**src/rtl/fqlp_pkg.sv**
```systemverilog
`default_nettype none

package fqlp_pkg;

   localparam int unsigned BYTE_WIDTH   = 8;
   localparam int unsigned STATUS_WIDTH = 3;
   localparam int unsigned LENGTH_WIDTH = 6;

   typedef enum logic [STATUS_WIDTH-1:0] {
      STATUS_CONT     = 3'd0,
      STATUS_DONE     = 3'd1,
      STATUS_BAD_OPT  = 3'd2,
      STATUS_CR_NO_LF = 3'd3,
      STATUS_EARLY_LF = 3'd4,
      STATUS_EOF      = 3'd5
   } status_type;

   typedef enum logic [2:0] {
      PHASE_NORMAL = 3'b001,
      PHASE_SLASH  = 3'b010,
      PHASE_CR     = 3'b100
   } phase_type;

   localparam logic [BYTE_WIDTH-1:0] CHAR_UNDERSCORE = 8'h5F;
   localparam logic [BYTE_WIDTH-1:0] CHAR_DOT        = 8'h2E;
   localparam logic [BYTE_WIDTH-1:0] CHAR_DASH       = 8'h2D;
   localparam logic [BYTE_WIDTH-1:0] CHAR_AT         = 8'h40;
   localparam logic [BYTE_WIDTH-1:0] CHAR_SLASH      = 8'h2F;
   localparam logic [BYTE_WIDTH-1:0] CHAR_UPPER_W    = 8'h57;
   localparam logic [BYTE_WIDTH-1:0] CHAR_LOWER_W    = 8'h77;
   localparam logic [BYTE_WIDTH-1:0] CHAR_CR         = 8'h0D;
   localparam logic [BYTE_WIDTH-1:0] CHAR_LF         = 8'h0A;
   localparam logic [BYTE_WIDTH-1:0] CHAR_UPPER_A    = 8'h41;
   localparam logic [BYTE_WIDTH-1:0] CHAR_UPPER_Z    = 8'h5A;
   localparam logic [BYTE_WIDTH-1:0] CHAR_LOWER_A    = 8'h61;
   localparam logic [BYTE_WIDTH-1:0] CHAR_LOWER_Z    = 8'h7A;
   localparam logic [BYTE_WIDTH-1:0] CHAR_DIGIT_0    = 8'h30;
   localparam logic [BYTE_WIDTH-1:0] CHAR_DIGIT_9    = 8'h39;

   // Parser state apart from the kept-byte count, whose width follows NAME_MAX.
   typedef struct packed {
      phase_type phase;
      logic      wide_flag;
      logic      forward_flag;
   } flags_type;

   typedef struct packed {
      status_type              status;
      logic [BYTE_WIDTH-1:0]   name_byte;
      logic                    name_byte_valid;
      logic [LENGTH_WIDTH-1:0] name_length;
      logic                    wide_seen;
      logic                    forward_seen;
   } result_type;

endpackage

`default_nettype wire

```
**src/rtl/fqlp_if.sv**
```systemverilog
`default_nettype none

interface fqlp_req_if;
   import fqlp_pkg::*;

   logic                  valid;
   logic                  ready;
   logic [BYTE_WIDTH-1:0] byte_in;
   logic                  end_of_input;

   modport source (output valid, output byte_in, output end_of_input, input ready);
   modport sink   (input valid, input byte_in, input end_of_input, output ready);
endinterface

interface fqlp_rsp_if;
   import fqlp_pkg::*;

   logic                    valid;
   logic                    ready;
   logic [STATUS_WIDTH-1:0] status;
   logic [BYTE_WIDTH-1:0]   name_byte;
   logic                    name_byte_valid;
   logic [LENGTH_WIDTH-1:0] name_length;
   logic                    wide_seen;
   logic                    forward_seen;

   modport source (
      output valid, output status, output name_byte, output name_byte_valid,
      output name_length, output wide_seen, output forward_seen, input ready
   );
   modport sink (
      input valid, input status, input name_byte, input name_byte_valid,
      input name_length, input wide_seen, input forward_seen, output ready
   );
endinterface

`default_nettype wire

```
**src/rtl/fqlp_step.sv**
```systemverilog
`default_nettype none

module fqlp_step
   import fqlp_pkg::*;
#(
   parameter int unsigned NAME_MAX    = 64,
   parameter int unsigned COUNT_WIDTH = 6
) (
   input  wire logic [BYTE_WIDTH-1:0]  byte_in,
   input  wire logic                   end_of_input,
   input  wire flags_type              flags,
   input  wire logic [COUNT_WIDTH-1:0] count,
   output flags_type                   flags_next,
   output logic [COUNT_WIDTH-1:0]      count_next,
   output result_type                  result
);

   localparam logic [COUNT_WIDTH-1:0] COUNT_LIMIT = COUNT_WIDTH'(NAME_MAX - 1);

   logic                   room;
   logic                   is_name_char;
   logic                   keep;
   status_type             status;
   flags_type              flags_upd;
   logic [COUNT_WIDTH-1:0] count_upd;

   assign room = count < COUNT_LIMIT;

   assign is_name_char = byte_in inside {[CHAR_UPPER_A:CHAR_UPPER_Z],
                                         [CHAR_LOWER_A:CHAR_LOWER_Z],
                                         [CHAR_DIGIT_0:CHAR_DIGIT_9],
                                         CHAR_UNDERSCORE, CHAR_DOT, CHAR_DASH};

   always_comb begin
      status    = STATUS_CONT;
      keep      = 1'b0;
      flags_upd = flags;
      count_upd = count;
      if (end_of_input) begin
         status = STATUS_EOF;
      end else begin
         case (flags.phase)
            PHASE_SLASH: begin
               if (byte_in == CHAR_UPPER_W || byte_in == CHAR_LOWER_W) begin
                  flags_upd.wide_flag = 1'b1;
                  flags_upd.phase     = PHASE_NORMAL;
               end else begin
                  status = STATUS_BAD_OPT;
               end
            end
            PHASE_CR: begin
               status = (byte_in == CHAR_LF) ? STATUS_DONE : STATUS_CR_NO_LF;
            end
            default: begin
               if (is_name_char) begin
                  keep = room;
               end else if (byte_in == CHAR_AT) begin
                  // The forward flag is set even when the byte itself is dropped.
                  flags_upd.forward_flag = 1'b1;
                  keep = room;
               end else if (byte_in == CHAR_SLASH) begin
                  flags_upd.phase = PHASE_SLASH;
               end else if (byte_in == CHAR_CR) begin
                  flags_upd.phase = PHASE_CR;
               end else if (byte_in == CHAR_LF) begin
                  status = STATUS_EARLY_LF;
               end
            end
         endcase
      end
      if (keep) begin
         count_upd = count + COUNT_WIDTH'(1);
      end
   end

   always_comb begin
      result.status          = status;
      result.name_byte       = keep ? byte_in : '0;
      result.name_byte_valid = keep;
      result.name_length     = LENGTH_WIDTH'(count_upd);
      result.wide_seen       = flags_upd.wide_flag;
      result.forward_seen    = flags_upd.forward_flag;
   end

   // Any terminal status starts a new query.
   always_comb begin
      if (status != STATUS_CONT) begin
         flags_next.phase        = PHASE_NORMAL;
         flags_next.wide_flag    = 1'b0;
         flags_next.forward_flag = 1'b0;
         count_next              = '0;
      end else begin
         flags_next = flags_upd;
         count_next = count_upd;
      end
   end

endmodule

`default_nettype wire

```
**src/rtl/finger_query_line_parser_core.sv**
```systemverilog
// Channel   Direction  Handshake      Payload
// req_chan  in         valid / ready  byte_in, end_of_input
// rsp_chan  out        valid / ready  status, name_byte, name_byte_valid, name_length,
//                                     wide_seen, forward_seen
//
// One byte is taken every cycle while the result side is not stalled; each byte passes
// through the input register, then the decode and state update into the result register,
// which drives rsp_chan.
// The phase, count and flags are updated as a byte leaves the input register, so the
// next byte always sees them. A stalled result holds its stage and the input register
// behind it; ready falls only when both are full. Synchronous reset clears the valid
// bits and the parser state.
`default_nettype none

module finger_query_line_parser_core
   import fqlp_pkg::*;
#(
   parameter int unsigned NAME_MAX = 64
) (
   input  wire logic   clock,
   input  wire logic   reset,
   fqlp_req_if.sink    req_chan,
   fqlp_rsp_if.source  rsp_chan
);

   localparam int unsigned COUNT_WIDTH = (NAME_MAX > 2) ? $clog2(NAME_MAX) : 1;

   logic                   in_valid_ff;
   logic                   in_valid_in;
   logic [BYTE_WIDTH-1:0]  in_byte_ff;
   logic                   in_eof_ff;

   flags_type              flags_ff;
   flags_type              flags_in;
   flags_type              flags_step;
   logic [COUNT_WIDTH-1:0] count_ff;
   logic [COUNT_WIDTH-1:0] count_in;
   logic [COUNT_WIDTH-1:0] count_step;

   logic                   out_valid_ff;
   logic                   out_valid_in;
   result_type             out_result_ff;
   result_type             step_result;

   logic                   out_free;
   logic                   advance;
   logic                   req_take;

   assign out_free = !out_valid_ff || rsp_chan.ready;
   assign advance  = in_valid_ff && out_free;
   assign req_chan.ready = !in_valid_ff || out_free;
   assign req_take = req_chan.valid && req_chan.ready;

   fqlp_step #(
      .NAME_MAX    (NAME_MAX),
      .COUNT_WIDTH (COUNT_WIDTH)
   ) u_step (
      .byte_in      (in_byte_ff),
      .end_of_input (in_eof_ff),
      .flags        (flags_ff),
      .count        (count_ff),
      .flags_next   (flags_step),
      .count_next   (count_step),
      .result       (step_result)
   );

   always_comb begin
      in_valid_in  = req_take || (in_valid_ff && !advance);
      out_valid_in = advance || (out_valid_ff && !rsp_chan.ready);
      flags_in     = advance ? flags_step : flags_ff;
      count_in     = advance ? count_step : count_ff;
   end

   always_ff @(posedge clock) begin
      if (reset) begin
         in_valid_ff            <= 1'b0;
         out_valid_ff           <= 1'b0;
         flags_ff.phase         <= PHASE_NORMAL;
         flags_ff.wide_flag     <= 1'b0;
         flags_ff.forward_flag  <= 1'b0;
         count_ff               <= '0;
      end else begin
         in_valid_ff  <= in_valid_in;
         out_valid_ff <= out_valid_in;
         flags_ff     <= flags_in;
         count_ff     <= count_in;
      end
   end

   always_ff @(posedge clock) begin
      if (req_take) begin
         in_byte_ff <= req_chan.byte_in;
         in_eof_ff  <= req_chan.end_of_input;
      end
      if (advance) begin
         out_result_ff <= step_result;
      end
   end

   assign rsp_chan.valid           = out_valid_ff;
   assign rsp_chan.status          = out_result_ff.status;
   assign rsp_chan.name_byte       = out_result_ff.name_byte;
   assign rsp_chan.name_byte_valid = out_result_ff.name_byte_valid;
   assign rsp_chan.name_length     = out_result_ff.name_length;
   assign rsp_chan.wide_seen       = out_result_ff.wide_seen;
   assign rsp_chan.forward_seen    = out_result_ff.forward_seen;

endmodule

`default_nettype wire

```
**src/flat_wrapper.sv**
```systemverilog
// flat-port wrapper written by rule: the top's interface ports become plain ports
module finger_query_line_parser_core_flat import fqlp_pkg::*;
#(
   parameter int unsigned NAME_MAX = 64
)
  (clock, reset, req_chan_valid, req_chan_byte_in, req_chan_end_of_input, req_chan_ready, rsp_chan_valid, rsp_chan_status, rsp_chan_name_byte, rsp_chan_name_byte_valid, rsp_chan_name_length, rsp_chan_wide_seen, rsp_chan_forward_seen, rsp_chan_ready);
  fqlp_req_if req_chan_i ();
  fqlp_rsp_if rsp_chan_i ();
  input  wire logic clock;
  input  wire logic reset;
  input wire logic [$bits(req_chan_i.valid)-1:0] req_chan_valid;
  input wire logic [$bits(req_chan_i.byte_in)-1:0] req_chan_byte_in;
  input wire logic [$bits(req_chan_i.end_of_input)-1:0] req_chan_end_of_input;
  output wire logic [$bits(req_chan_i.ready)-1:0] req_chan_ready;
  output wire logic [$bits(rsp_chan_i.valid)-1:0] rsp_chan_valid;
  output wire logic [$bits(rsp_chan_i.status)-1:0] rsp_chan_status;
  output wire logic [$bits(rsp_chan_i.name_byte)-1:0] rsp_chan_name_byte;
  output wire logic [$bits(rsp_chan_i.name_byte_valid)-1:0] rsp_chan_name_byte_valid;
  output wire logic [$bits(rsp_chan_i.name_length)-1:0] rsp_chan_name_length;
  output wire logic [$bits(rsp_chan_i.wide_seen)-1:0] rsp_chan_wide_seen;
  output wire logic [$bits(rsp_chan_i.forward_seen)-1:0] rsp_chan_forward_seen;
  input wire logic [$bits(rsp_chan_i.ready)-1:0] rsp_chan_ready;
  assign req_chan_i.valid = req_chan_valid;
  assign req_chan_i.byte_in = req_chan_byte_in;
  assign req_chan_i.end_of_input = req_chan_end_of_input;
  assign req_chan_ready = req_chan_i.ready;
  assign rsp_chan_valid = rsp_chan_i.valid;
  assign rsp_chan_status = rsp_chan_i.status;
  assign rsp_chan_name_byte = rsp_chan_i.name_byte;
  assign rsp_chan_name_byte_valid = rsp_chan_i.name_byte_valid;
  assign rsp_chan_name_length = rsp_chan_i.name_length;
  assign rsp_chan_wide_seen = rsp_chan_i.wide_seen;
  assign rsp_chan_forward_seen = rsp_chan_i.forward_seen;
  assign rsp_chan_i.ready = rsp_chan_ready;
  finger_query_line_parser_core #(.NAME_MAX(NAME_MAX)) u_core (.clock(clock), .reset(reset), .req_chan(req_chan_i), .rsp_chan(rsp_chan_i));
endmodule
```
**config.mk**
```make
export PLATFORM = sky130hd
export DESIGN_NAME = finger_query_line_parser_core_flat
export DESIGN_NICKNAME = d
export VERILOG_FILES = /design/src/rtl/fqlp_pkg.sv /design/src/rtl/fqlp_if.sv /design/src/rtl/fqlp_step.sv /design/src/rtl/finger_query_line_parser_core.sv /design/src/flat_wrapper.sv
export SDC_FILE = /design/constraint.sdc
export NUM_CORES = 1
export LEC_CHECK = 0
export ABC_AREA = 1
export ABC_CLOCK_PERIOD_IN_PS = 4550
export BUFFER_PORTS_ARGS = -buffer_cell sky130_fd_sc_hd__buf_2
export CAP_MARGIN = 25
export CORE_ASPECT_RATIO = 0.7
export CORE_MARGIN = 4
export CORE_UTILIZATION = 52
export DETAILED_ROUTE_END_ITERATION = 16
export GPL_ROUTABILITY_DRIVEN = 0
export PLACE_DENSITY = 0.75
export SYNTH_ARGS = -nofsm -noshare
export SYNTH_HDL_FRONTEND = slang
export SYNTH_SLANG_ARGS = --single-unit
```
**constraint.sdc**
```tcl
create_clock -name clock -period 4.55 [get_ports clock]
set_clock_uncertainty 0.1 [all_clocks]
set_input_delay 0.2275 -clock clock [delete_from_list [all_inputs] [get_ports clock]]
set_output_delay 0.2275 -clock clock [all_outputs]
set_load 0.01 [all_outputs]
```
==> results.ini <==
[logic_synthesis]
synth_top_cell_area_share_pct = 42.7
syn_inst = 219
yosysTopAreaCell = edfxtp_1
synth_area_leaders = edfxtp_1 43%, dfxtp_1 13%, nand2_1 9.4%
ys_ff_latch = 42
synth_area_sq_um = 2040
synthesis.nets = 233
yosysWarnings = 0
synth.avg_cell_area_sq_um = 9.31
synth_edf_count = 29
synthFlopType = edfxtp_1
synth_cell_type_count = 33
ys_top_cells_by_count = 51 x nand2_1, 29 x edfxtp_1, 26 x inv_1, 20 x nor2_1, 15 x nand3_1
synth_seq_area_share_pct = 55.5
yosysMostFrequentCell = nand2_1
synth-async-reset-ratio_pct = 0

[power]
p_per_area_nw_per_um2 = 308
p_total_uw = 748
irDropWorstVdd_uv = 232
cellLeakagePower_nw = 1.03

[cts]
cts_buffers = 5
postCtsSetupBuffers = 0
clk_path_buf_depth = 2
cts_max_level = 2
clk_pin_slew_worst_paths_ps = 70
cts_tree = done
cts_sinks = 42
cts_root_buffer = clkbuf_8
insertion_delay_ps = 300

[layout]
num_antenna_cells = 0
area_growth_pct = 19.1
nNetsFinal = 281
drive_above_1_share_pct = 25.7
fillers = 306

[detailed_routing]
drtAntennaViolNets = 0
routed_wl_mm = 3.78
wire_per_inst_um = 11.9
drc = 0
drtIter0Drc = 82
drt_first_pass_iters = 4
viasPerCell = 4.99
vias = 1587

[timing]
finalCritPeriodShare_pct = 45.6
setup_tns_ps = 0
finalWorstSetupSlack_ps = 2470
tightest_slew_ps = 781
hold_viol = 0
post-route-min-period_ps = 2080
max_freq_mhz = 482
setup_viol = 0
slew_viol_final = 0
grt_setup_unrepaired = false
maxSlewHeadroom_pct = 47.9

[worst_setup_path]
crit_path_top_delay_cell = inv_1
start_kind = flip-flop
crit_type = reg -> reg
required_ps = 4640
path_cells = nand2_1 -> nand2_1 -> inv_1 -> nand2_1 -> o21ai_0 -> a21oi_1
cp-end-kind = flip-flop
crit_top_cell = nand2_1
r2r-start = u_core.rsp_chan.valid
crit_arrival_ps = 2160
worst-path-buf-inv = 1
r2r_slack_ps = 2470
reg2reg_to = u_core.flags_ff[3]
critical-path-top-delay-family = buffers and inverters
slowest_delay_ps = 670
path_max_fanout = 21
r2r_cells = 6

[floorplan]
core_area_sq_um = 3650
die_y_um = 60.4
start_util_pct = 55.9
io-pin-count = 35
die-area_sq_um = 5000
die_w_um = 82.8
rows = 18

[global_routing]
grt_pass1_vias = 1442
grt_max_degree = 22
grt_pass1_wl_mm = 6.58
antenna_found_initial = 0
globalRouteOverflowTotal = 0
grt.total_usage_pct = 16.9

[hold_path]
hold_depth = 3
min_path_type = in -> reg
hold_end = u_core.in_valid_ff
hp-start = req_chan_valid

[placed_design]
numPortBuffers = 34
dp_hpwl_mm = 2.72
place_ws_ps = 2420

[outcome]
status = finished clean

[flow_run]
maxCapViolations = 0

## worst reg2reg max path: cells and delay by family, from the launching register on
kind	cells	cell delay [ps]
buffers and inverters	1	670
and+or+nand+nor	3	600
DFF	1	320
AOI/OAI and AO/OA	2	280
## through the flow
| stage | std cells | hold slack, ps | utilization (%) | instance area [sq um] |
|---|---|---|---|---|
| CTS | 318 | 102 | 66.5 | 2430 |
| detailed placement | 301 | 306 | 61.8 | 2260 |
| global route | 318 | 135 | 66.5 | 2430 |
| finish | 318 | 115 | 66.5 | 2430 |
| global placement | 301 | 304 | 61.8 | 2260 |
| floorplan | 219 | 226 | - | 2040 |
## cell families after synthesis
group | Yosys count | share of synthesized area, %
AOI/OAI and AO/OA | 24 | 7.43
xor gates and xnor gates | 4 | 1.72
adders and majority gates | 1 | 0.614
buffers and inverters | 29 | 5.71
DFF | 42 | 55.5
other | 1 | 0.184
and+or+nand+nor | 118 | 28.9
## state kept, by name, indices dropped and copies added (netlist names), 3 cells and up
signal	cells
u_core.count_ff	6
u_core.flags_ff	5
u_core.in_byte_ff	8
u_core.rsp_chan.name_byte	8
u_core.rsp_chan.name_length	6
u_core.rsp_chan.status	3
## cell usage in the layout, fill, tap and decap left out, types with 5 or more instances in the layout
cell            n
dlygate4sd3_1   9
nand2_2        12
buf_2          34
nor2_1         20
nand3_1        15
a21oi_1        12
dfxtp_1        13
inv_1          26
nand2_1        51
edfxtp_1       29
clkbuf_8        5
## metal layers
metal  GRT usage (%)  share of wire [%]  up-vias  routed length [um]
met2            25.3                 40       61                1530
met5               0                  0        -                   0
li1                -                  -      812                   -
met4            4.90                  0        0                   0
met3            5.97                8.0        0                 301
met1            23.5                 52      714                1950
## report_power, final
group | switching (mW) | leakage (nW) | internal, mW
clock network | 0.121 | 0.0426 | 0.105
logic | 0.0540 | 0.601 | 0.0316
registers | 0.00845 | 0.383 | 0.428
total | 0.183 | 1.03 | 0.565
## final cells by class
type	instances	area, sq um	area share [%]
multi-input cells	148	791	32.6
flip-flops and latches	42	1130	46.6
clock inverters	2	8.76	0.361
clock buffers	6	72.6	2.99
well taps	50	62.6	2.58
repair buffers	43	260	10.7
inverters	27	101	4.18
## worst max path at each step
stage | startpoint | endpoint | cells after the start
detailed placement | rsp_chan_ready | u_core.flags_ff[3] | 8
global route | u_core.rsp_chan.valid | u_core.flags_ff[4] | 6
global placement | rsp_chan_ready | u_core.flags_ff[3] | 8
CTS | u_core.rsp_chan.valid | u_core.flags_ff[3] | 6
finish | u_core.rsp_chan.valid | u_core.flags_ff[3] | 6
floorplan | u_core.in_byte_ff[4] | u_core.rsp_chan.name_length[0] | 10
## what timing repair did
action | in CTS | in global routing
hold buffers | 9 | 0
hold endpoints to repair | 9 | 0
resized for setup | 0 | 0
Note: power is estimated with default switching activity, not from simulation.
